<file path="src/design/djs_pkg.sv">
// ----------------------------------------------------------------------------
// djs_pkg: shared types and constants of the deadline job scheduler
// Field widths, the stored job record, slot table control and sequencer states.
// ----------------------------------------------------------------------------
package djs_pkg;

    localparam int IDENT_W  = 8;
    localparam int DL_W     = 8;
    localparam int PROFIT_W = 16;
    localparam int SLOT_W   = 5;
    localparam int TOTAL_W  = 21;
    localparam int COUNT_W  = 6;

    localparam logic [TOTAL_W-1:0] TOTAL_MAX = '1;

    typedef struct packed {
        logic [IDENT_W-1:0]  ident;
        logic [DL_W-1:0]     deadline;
        logic [PROFIT_W-1:0] profit;
    } t_job_rec;

    typedef struct packed {
        logic set;
        logic clear;
    } t_slot_ctl;

    typedef enum logic [3:0] {
        S_LOAD = 4'b0001,
        S_SCAN = 4'b0010,
        S_SLOT = 4'b0100,
        S_EMIT = 4'b1000
    } t_state;

endpackage

</file>
<file path="src/design/djs_job_store.sv">
// ----------------------------------------------------------------------------
// djs_job_store: job record memory
// One write port for loading, one registered read port for the profit scan.
// ----------------------------------------------------------------------------
module djs_job_store #(
    parameter int JOB_CAPACITY = 32,
    localparam int IW = $clog2(JOB_CAPACITY)
) (
    input  logic              i_clk,
    input  logic              i_wr_en,
    input  logic [IW-1:0]     i_wr_addr,
    input  djs_pkg::t_job_rec i_wr_rec,
    input  logic [IW-1:0]     i_rd_addr,
    output djs_pkg::t_job_rec o_rd_rec
);
    import djs_pkg::*;

    t_job_rec r_mem [JOB_CAPACITY];
    t_job_rec r_rd_rec;

    always_ff @(posedge i_clk) begin
        if (i_wr_en) begin
            r_mem[i_wr_addr] <= i_wr_rec;
        end
        r_rd_rec <= r_mem[i_rd_addr];
    end

    assign o_rd_rec = r_rd_rec;

endmodule

</file>
<file path="src/design/djs_slot_table.sv">
// ----------------------------------------------------------------------------
// djs_slot_table: time slot occupancy and slot identifier memory
// Occupancy bits clear at once; identifiers sit in a memory with a registered
// read port for the emission walk.
// ----------------------------------------------------------------------------
module djs_slot_table #(
    parameter int JOB_CAPACITY = 32,
    localparam int IW = $clog2(JOB_CAPACITY)
) (
    input  logic                         i_clk,
    input  logic                         i_rst_n,
    input  djs_pkg::t_slot_ctl           i_ctl,
    input  logic [IW-1:0]                i_wr_addr,
    input  logic [djs_pkg::IDENT_W-1:0]  i_wr_ident,
    output logic                         o_chk_taken,
    input  logic [IW-1:0]                i_rd_addr,
    output logic                         o_rd_taken,
    output logic [djs_pkg::IDENT_W-1:0]  o_rd_ident
);
    import djs_pkg::*;

    logic [JOB_CAPACITY-1:0] r_taken;
    logic [JOB_CAPACITY-1:0] n_taken;
    logic [IDENT_W-1:0]      r_ident [JOB_CAPACITY];
    logic                    r_rd_taken;
    logic [IDENT_W-1:0]      r_rd_ident;

    always_comb begin
        n_taken = r_taken;
        if (i_ctl.clear) begin
            n_taken = '0;
        end else if (i_ctl.set) begin
            n_taken[i_wr_addr] = 1'b1;
        end
    end

    always_ff @(posedge i_clk) begin
        if (!i_rst_n) begin
            r_taken <= '0;
        end else begin
            r_taken <= n_taken;
        end
    end

    always_ff @(posedge i_clk) begin
        if (i_ctl.set) begin
            r_ident[i_wr_addr] <= i_wr_ident;
        end
        r_rd_ident <= r_ident[i_rd_addr];
        r_rd_taken <= r_taken[i_rd_addr];
    end

    assign o_chk_taken = r_taken[i_wr_addr];
    assign o_rd_taken  = r_rd_taken;
    assign o_rd_ident  = r_rd_ident;

endmodule

</file>
<file path="src/design/deadline_job_scheduler.sv">
// ----------------------------------------------------------------------------
// deadline_job_scheduler: greedy job sequencing with deadlines
// Loads jobs one per transfer, schedules the batch by profit and emits the
// occupied slots in slot order.
// ----------------------------------------------------------------------------
// Input channel: a job transfers on a rising edge with start high and busy low.
//   busy stays low until the job marked last; jobs beyond JOB_CAPACITY are
//   dropped, and a dropped last job still schedules.
// Scheduling: one profit comparator walks the job store once per pick, n picks
//   for n jobs; after each pick the slot probe steps down from the deadline
//   one slot per cycle.
// Emission: the slot table is walked one slot per cycle up to the largest
//   deadline; each scheduled job gives one o_strobe pulse.
//   An empty schedule gives one pulse with o_has_job low.
// The last pulse carries o_final_result, the profit total and the job count;
//   busy falls in that same cycle and all batch state is cleared.
// Results are shown for exactly one cycle; the receiver cannot stall.
// Reset (synchronous, active low) empties the store and idles the block.
// ----------------------------------------------------------------------------
module deadline_job_scheduler #(
    parameter int JOB_CAPACITY = 32
) (
    input  logic                          i_clk,
    input  logic                          i_rst_n,
    input  logic                          start,
    output logic                          busy,
    input  logic [djs_pkg::IDENT_W-1:0]   i_job_ident,
    input  logic [djs_pkg::DL_W-1:0]      i_deadline,
    input  logic [djs_pkg::PROFIT_W-1:0]  i_profit,
    input  logic                          i_last_job,
    output logic                          o_strobe,
    output logic                          o_has_job,
    output logic [djs_pkg::IDENT_W-1:0]   o_sched_ident,
    output logic [djs_pkg::SLOT_W-1:0]    o_slot_index,
    output logic [djs_pkg::TOTAL_W-1:0]   o_total_profit,
    output logic [djs_pkg::COUNT_W-1:0]   o_job_count,
    output logic                          o_final_result
);
    import djs_pkg::*;

    localparam int IW = $clog2(JOB_CAPACITY);
    localparam int CW = $clog2(JOB_CAPACITY + 1);
    localparam logic [CW-1:0]   CAP_C  = CW'(JOB_CAPACITY);
    localparam logic [DL_W-1:0] CAP_DL = DL_W'(JOB_CAPACITY);

    t_state                  r_state, n_state;
    logic [CW-1:0]           r_loaded, n_loaded;
    logic [CW-1:0]           r_largest, n_largest;
    logic [CW-1:0]           r_idx, n_idx;
    logic                    r_rd_vld, n_rd_vld;
    logic [IW-1:0]           r_rd_idx, n_rd_idx;
    logic [JOB_CAPACITY-1:0] r_done, n_done;
    logic                    r_best_vld, n_best_vld;
    logic [IW-1:0]           r_best_idx, n_best_idx;
    logic [PROFIT_W-1:0]     r_best_profit, n_best_profit;
    logic [IDENT_W-1:0]      r_best_ident, n_best_ident;
    logic [CW-1:0]           r_best_dl, n_best_dl;
    logic [CW-1:0]           r_pass, n_pass;
    logic [CW-1:0]           r_slot, n_slot;
    logic [TOTAL_W-1:0]      r_total, n_total;
    logic [CW-1:0]           r_cnt, n_cnt;
    logic [CW-1:0]           r_ei, n_ei;
    logic                    r_e_vld, n_e_vld;
    logic [CW-1:0]           r_e_slot, n_e_slot;
    logic [CW-1:0]           r_k, n_k;

    logic                    r_strobe, n_strobe;
    logic                    r_has, n_has;
    logic [IDENT_W-1:0]      r_o_ident, n_o_ident;
    logic [SLOT_W-1:0]       r_o_slot, n_o_slot;
    logic [TOTAL_W-1:0]      r_o_total, n_o_total;
    logic [COUNT_W-1:0]      r_o_cnt, n_o_cnt;
    logic                    r_fin, n_fin;

    logic                    accept;
    logic                    store_wr;
    logic [DL_W-1:0]         dl_sat;
    t_job_rec                wr_rec;
    t_job_rec                rd_rec;
    logic                    scan_issue;
    logic [CW-1:0]           slot_m1;
    logic [TOTAL_W:0]        total_sum;
    t_slot_ctl               slot_ctl;
    logic                    chk_taken;
    logic                    rd_taken;
    logic [IDENT_W-1:0]      rd_ident;
    logic                    emit_issue;

    assign busy     = (r_state != S_LOAD);
    assign accept   = start && !busy;
    assign store_wr = accept && (r_loaded != CAP_C);
    assign dl_sat   = (i_deadline > CAP_DL) ? CAP_DL : i_deadline;
    assign wr_rec   = '{ident: i_job_ident, deadline: dl_sat, profit: i_profit};

    assign scan_issue = (r_idx != r_loaded);
    assign emit_issue = (r_ei != r_largest);
    assign slot_m1    = r_slot - CW'(1);
    assign total_sum  = {1'b0, r_total} + (TOTAL_W + 1)'(r_best_profit);

    djs_job_store #(.JOB_CAPACITY(JOB_CAPACITY)) u_store (
        .i_clk     (i_clk),
        .i_wr_en   (store_wr),
        .i_wr_addr (r_loaded[IW-1:0]),
        .i_wr_rec  (wr_rec),
        .i_rd_addr (r_idx[IW-1:0]),
        .o_rd_rec  (rd_rec)
    );

    djs_slot_table #(.JOB_CAPACITY(JOB_CAPACITY)) u_slots (
        .i_clk       (i_clk),
        .i_rst_n     (i_rst_n),
        .i_ctl       (slot_ctl),
        .i_wr_addr   (slot_m1[IW-1:0]),
        .i_wr_ident  (r_best_ident),
        .o_chk_taken (chk_taken),
        .i_rd_addr   (r_ei[IW-1:0]),
        .o_rd_taken  (rd_taken),
        .o_rd_ident  (rd_ident)
    );

    always_comb begin
        n_state       = r_state;
        n_loaded      = r_loaded;
        n_largest     = r_largest;
        n_idx         = r_idx;
        n_rd_vld      = 1'b0;
        n_rd_idx      = r_rd_idx;
        n_done        = r_done;
        n_best_vld    = r_best_vld;
        n_best_idx    = r_best_idx;
        n_best_profit = r_best_profit;
        n_best_ident  = r_best_ident;
        n_best_dl     = r_best_dl;
        n_pass        = r_pass;
        n_slot        = r_slot;
        n_total       = r_total;
        n_cnt         = r_cnt;
        n_ei          = r_ei;
        n_e_vld       = 1'b0;
        n_e_slot      = r_e_slot;
        n_k           = r_k;
        n_strobe      = 1'b0;
        n_has         = 1'b0;
        n_o_ident     = '0;
        n_o_slot      = '0;
        n_o_total     = '0;
        n_o_cnt       = '0;
        n_fin         = 1'b0;
        slot_ctl      = '{set: 1'b0, clear: 1'b0};

        case (r_state)
            S_LOAD: begin
                if (store_wr) begin
                    n_loaded = r_loaded + CW'(1);
                    if (dl_sat[CW-1:0] > r_largest) begin
                        n_largest = dl_sat[CW-1:0];
                    end
                end
                if (accept && i_last_job) begin
                    n_state    = S_SCAN;
                    n_idx      = '0;
                    n_pass     = '0;
                    n_best_vld = 1'b0;
                    n_total    = '0;
                    n_cnt      = '0;
                end
            end
            S_SCAN: begin
                if (scan_issue) begin
                    n_idx    = r_idx + CW'(1);
                    n_rd_vld = 1'b1;
                    n_rd_idx = r_idx[IW-1:0];
                end
                if (r_rd_vld && !r_done[r_rd_idx]
                        && (!r_best_vld || rd_rec.profit > r_best_profit)) begin
                    n_best_vld    = 1'b1;
                    n_best_idx    = r_rd_idx;
                    n_best_profit = rd_rec.profit;
                    n_best_ident  = rd_rec.ident;
                    n_best_dl     = rd_rec.deadline[CW-1:0];
                end
                if (!scan_issue && !r_rd_vld) begin
                    n_done[r_best_idx] = 1'b1;
                    n_slot  = r_best_dl;
                    n_state = S_SLOT;
                end
            end
            S_SLOT: begin
                if (r_slot == '0 || !chk_taken) begin
                    if (r_slot != '0) begin
                        slot_ctl.set = 1'b1;
                        n_total = total_sum[TOTAL_W] ? TOTAL_MAX : total_sum[TOTAL_W-1:0];
                        n_cnt   = r_cnt + CW'(1);
                    end
                    n_pass = r_pass + CW'(1);
                    if (n_pass == r_loaded) begin
                        n_state = S_EMIT;
                        n_ei    = '0;
                        n_k     = '0;
                    end else begin
                        n_state    = S_SCAN;
                        n_idx      = '0;
                        n_best_vld = 1'b0;
                    end
                end else begin
                    n_slot = slot_m1;
                end
            end
            S_EMIT: begin
                if (emit_issue) begin
                    n_ei     = r_ei + CW'(1);
                    n_e_vld  = 1'b1;
                    n_e_slot = r_ei;
                end
                if (r_cnt == '0) begin
                    n_strobe = 1'b1;
                    n_fin    = 1'b1;
                end else if (r_e_vld && rd_taken) begin
                    n_strobe  = 1'b1;
                    n_has     = 1'b1;
                    n_o_ident = rd_ident;
                    n_o_slot  = SLOT_W'(r_e_slot);
                    n_k       = r_k + CW'(1);
                    if (n_k == r_cnt) begin
                        n_fin     = 1'b1;
                        n_o_total = r_total;
                        n_o_cnt   = COUNT_W'(r_cnt);
                    end
                end
                if (n_fin) begin
                    n_state        = S_LOAD;
                    slot_ctl.clear = 1'b1;
                    n_done         = '0;
                    n_loaded       = '0;
                    n_largest      = '0;
                    n_total        = '0;
                    n_cnt          = '0;
                    n_e_vld        = 1'b0;
                end
            end
            default: begin
                n_state = S_LOAD;
            end
        endcase
    end

    always_ff @(posedge i_clk) begin
        if (!i_rst_n) begin
            r_state    <= S_LOAD;
            r_loaded   <= '0;
            r_largest  <= '0;
            r_idx      <= '0;
            r_rd_vld   <= 1'b0;
            r_done     <= '0;
            r_best_vld <= 1'b0;
            r_pass     <= '0;
            r_slot     <= '0;
            r_total    <= '0;
            r_cnt      <= '0;
            r_ei       <= '0;
            r_e_vld    <= 1'b0;
            r_k        <= '0;
            r_strobe   <= 1'b0;
        end else begin
            r_state    <= n_state;
            r_loaded   <= n_loaded;
            r_largest  <= n_largest;
            r_idx      <= n_idx;
            r_rd_vld   <= n_rd_vld;
            r_done     <= n_done;
            r_best_vld <= n_best_vld;
            r_pass     <= n_pass;
            r_slot     <= n_slot;
            r_total    <= n_total;
            r_cnt      <= n_cnt;
            r_ei       <= n_ei;
            r_e_vld    <= n_e_vld;
            r_k        <= n_k;
            r_strobe   <= n_strobe;
        end
    end

    always_ff @(posedge i_clk) begin
        r_rd_idx      <= n_rd_idx;
        r_best_idx    <= n_best_idx;
        r_best_profit <= n_best_profit;
        r_best_ident  <= n_best_ident;
        r_best_dl     <= n_best_dl;
        r_e_slot      <= n_e_slot;
        r_has         <= n_has;
        r_o_ident     <= n_o_ident;
        r_o_slot      <= n_o_slot;
        r_o_total     <= n_o_total;
        r_o_cnt       <= n_o_cnt;
        r_fin         <= n_fin;
    end

    assign o_strobe       = r_strobe;
    assign o_has_job      = r_has;
    assign o_sched_ident  = r_o_ident;
    assign o_slot_index   = r_o_slot;
    assign o_total_profit = r_o_total;
    assign o_job_count    = r_o_cnt;
    assign o_final_result = r_fin;

endmodule

</file>
<file path="config.mk">
export PLATFORM = sky130hd
export DESIGN_NAME = deadline_job_scheduler
export DESIGN_NICKNAME = d
export VERILOG_FILES = /design/src/design/djs_pkg.sv /design/src/design/djs_job_store.sv /design/src/design/djs_slot_table.sv /design/src/design/deadline_job_scheduler.sv
export SDC_FILE = /design/constraint.sdc
export NUM_CORES = 2
export LEC_CHECK = 0
export CAP_MARGIN = 25
export CORE_MARGIN = 2
export CORE_UTILIZATION = 45
export DETAILED_ROUTE_END_ITERATION = 10
export DONT_BUFFER_PORTS = 1
export SYNTH_ARGS = -nofsm -noshare
export SYNTH_HDL_FRONTEND = slang
export SYNTH_SLANG_ARGS = --single-unit
</file>
<file path="constraint.sdc">
create_clock -name i_clk -period 14.3 [get_ports i_clk]
set_input_delay 2.145 -clock i_clk [delete_from_list [all_inputs] [get_ports i_clk]]
set_output_delay 2.145 -clock i_clk [all_outputs]
set_load 0.01 [all_outputs]
</file>
==> key figures <==
Synthesis
  • FF+latch count, synth: 1483
  • Synth Area per Inst: 19.7 um2
  • EDFF count, synth: 1261
  • Portion of synthesized cell area occupied by the leading cell type: 65.2%
  • Post-synth ARST share: 0%
  • Area contributors post-synth: edfxtp_1, mux4_2, dfxtp_1, ha_1, mux2_2
  • Most used flip-flop cell after synthesis: edfxtp_1
  • Mapped cell area: 58100 um2
  • Post-synthesis cell type count: 83
  • Yosys top cell by area: edfxtp_1
  • Sequential-to-total area share from yosys stat: 72.8%
  • Synthesized Nets: 3046
  • Cells after Synth: 2957
  • Syn. warnings: 0

Routing
  • Post-Route WL: 136 mm
  • Avg Vias per Cell: 6.01
  • Drt pass-1 iters: 5
  • DR WL/cell: 28.1 um
  • Antenna Nets Post-Route: 0
  • Via count: 29.0k
  • DRC Markers: 0
  • Number of DRC markers in iteration 0: 2743

Die
  • FP Rows: 131
  • Die height: 363 um
  • Starting Density: 45.5%
  • Core box area: 128000 um2
  • Die W: 363 um
  • Die area: 132000 um2
  • I/O pin cnt: 80

Clocking
  • Hold Buf Count CTS: 0
  • CTS resizes: 0
  • Skew-Pair Late Insertion Delay: 0.78 ns
  • H-tree depth: 4
  • CTS clk-pin slew, worst paths: 0.06 ns
  • Postcts setup bufs: 0
  • TritonCTS Buffers: 154
  • TritonCTS clock tree: done
  • Clock Path Buffers: 3
  • Root Buffer: clkbuf_16
  • Clk sink count: 1483

STA
  • Final Max Tran Viols: 0
  • Fin crit share: 33.2%
  • Worst-margin pin slew: 1.07 ns
  • Upper clock frequency limit: 210 MHz
  • Clk_skew: 0.0354 ns
  • Fin crit period: 4.75 ns
  • Final setup TNS: 0 ns
  • Unrepaired setup endpoints after global routing: false
  • Final Hold Fails: 0
  • Finish-stage setup viols: 0
  • Relative slew slack: 28.8%
  • WHS: 0.405 ns

Worst setup path
  • WP data required: 14.70 ns
  • Worst Reg-to-Reg Cells: 10
  • Critical R2R Capture: u_slots.r_ident[3][4]
  • Critical path data arrival time: 5.15 ns
  • CP Max Fanout: 32
  • R2R Setup Slk: 9.55 ns
  • CP startpoint: r_slot[0]
  • CP Capture Point: u_slots.r_ident[3][4]
  • Worst setup EP type: flop
  • Crit Path Class: reg -> reg
  • Startpoint types: flop
  • Reg2reg start: r_slot[0]

Final layout
  • Antenna fix cells: 0
  • Layout cells sized above 1: 25.3%
  • Layout area overhead: 12.9%
  • Final Net Count: 3122

Placed design
  • RePlAce Congestion: 0.824
  • Post-DP HPWL: 78.2 mm
  • Port bufs: 0

Global routing
  • First-pass GRT wire length: 199 mm
  • GRT Total Usage: 20.7%
  • Largest net degree at the start of global routing: 150
  • Antenna violations before repair: 2
  • GRT overflow: 0
  • Vias in the first global route: 29.5k

Pwr
  • P_leak: 20.6 nW
  • Worst VDD drop: 0.125 mV
  • Power Density: 135 nW/um2

Outcome
  • Status: finished clean

Job
  • Max_cap viols: 0

Min path
  • Hold path depth: 0
  • Worst Hold Class: reg -> reg
==> synth_stat cells, types with 39 or more instances <==
cell type and count:
a21oi_1 65, and2_1 49, clkbuf_1 100, dfxtp_1 222, edfxtp_1 1261, ha_1 52
inv_1 39, mux2_2 41, mux4_2 408, nand2_1 108, nor2_1 99, o21a_1 40
==> how the worst min path moves through the flow <==
| stage | end | start |
|---|---|---|
| 6_report | r_best_ident[0] | u_store.o_rd_rec[24] |
| 4_1_cts | r_best_ident[0] | u_store.o_rd_rec[24] |
| 3_5_place_dp | r_best_ident[0] | u_store.o_rd_rec[24] |
| 3_3_place_gp | r_best_dl[0] | u_store.o_rd_rec[16] |
| 2_1_floorplan | r_best_dl[0] | u_store.o_rd_rec[16] |
| 5_1_grt | r_best_ident[0] | u_store.o_rd_rec[24] |
==> cell usage in the layout (no fill, tap or decap), types with 9 or more instances in the layout <==
cell,instances
mux2_2,41
edfxtp_1,1261
buf_4,58
xnor2_1,25
nand3b_1,11
buf_16,10
bufinv_16,11
dfxtp_1,214
o21ai_0,38
nand3_1,36
o21a_1,40
nand2_1,108
clkinv_2,19
nor2b_1,16
mux2i_1,10
xor2_1,19
and2_1,49
a21oi_1,65
a22o_1,20
nor2_1,66
clkinv_1,27
a211oi_1,21
nor3_1,20
clkbuf_8,9
a31oi_1,12
and3_1,38
clkbuf_16,157
clkbuf_1,44
inv_1,39
nor2_4,35
ha_1,52
mux4_2,408
o21ai_1,23
==> per-layer routing <==
metal / track usage, % / wire, um / share of wire, %
met1: 29.6 / 58800 / 43
met2: 32.8 / 65500 / 48
met3: 3.67 / 8570 / 6.3
met4: 5.79 / 2750 / 2.0
met5: 0 / 0 / 0
==> through the flow <==
| step | utilization, % | instances | cell area [um2] | total power, mW | setup slack [ns] |
|---|---|---|---|---|---|
| 2_1_floorplan | - | 2957 | 58100 | 4.96 | 9.07 |
| 3_5_place_dp | 47.3 | 4533 | 60400 | 5.04 | 8.40 |
| 5_1_grt | 51.3 | 4824 | 65600 | 9.13 | 9.12 |
| 3_3_place_gp | 47.2 | 4528 | 60300 | 5.03 | 8.48 |
| 6_report | 51.3 | 4824 | 65600 | 8.88 | 9.55 |
| 4_1_cts | 51.2 | 4818 | 65400 | 8.95 | 9.26 |
==> layout make-up <==
cell class                 count  area, um2
clock buffer                 210       4220
sequential                  1483      42300
tap                         1662       2080
inverter                      41        154
timing repair buffer          71        762
clock inverter                75        761
fill                       10000      62300
multi-input combinational   1282      15300
==> state kept, by name (all words and copies together), names as in the netlist, 6 cells and up <==
signal / cells
o_sched_ident: 8
r_largest: 6
r_ei: 6
r_done: 32
r_total: 21
u_slots.r_ident: 256
u_slots.o_rd_ident: 8
r_k: 6
u_slots.r_taken: 32
r_pass: 6
r_best_ident: 8
r_loaded: 6
r_idx: 6
o_job_count: 6
o_total_profit: 21
u_store.r_mem: 960
r_slot: 6
u_store.o_rd_rec: 30
r_cnt: 6
r_best_dl: 6
r_best_profit: 16
==> power breakdown <==
part | total, mW | internal, mW | switching (mW)
sequential | 4.74 | 4.71 | 0.0311
clock | 3.93 | 2.28 | 1.65
combinational | 0.212 | 0.0859 | 0.126
total | 8.88 | 7.07 | 1.81
==> critical path, stage by stage (launching register included) <==
cell and delay, ns:
dfxtp_1 0.81, inv_1 0.22, ha_1 0.63, mux4_2 0.38, mux2_2 0.28, o22ai_2 0.18, nor3_4 0.07, buf_4 0.21
nor2_4 0.53, buf_4 0.41, and4_1 0.60
==> logic make-up after synthesis <==
family                     share of synthesized area [%]
muxes                                               16.8
DFF                                                 72.8
AOI/OAI and AO/OA                                   3.40
xor gates and xnor gates                           0.663
adders and majority gates                           1.15
buffers and inverters                               1.35
and+or+nand+nor                                     3.84
Power figures use the tool's default switching activity.
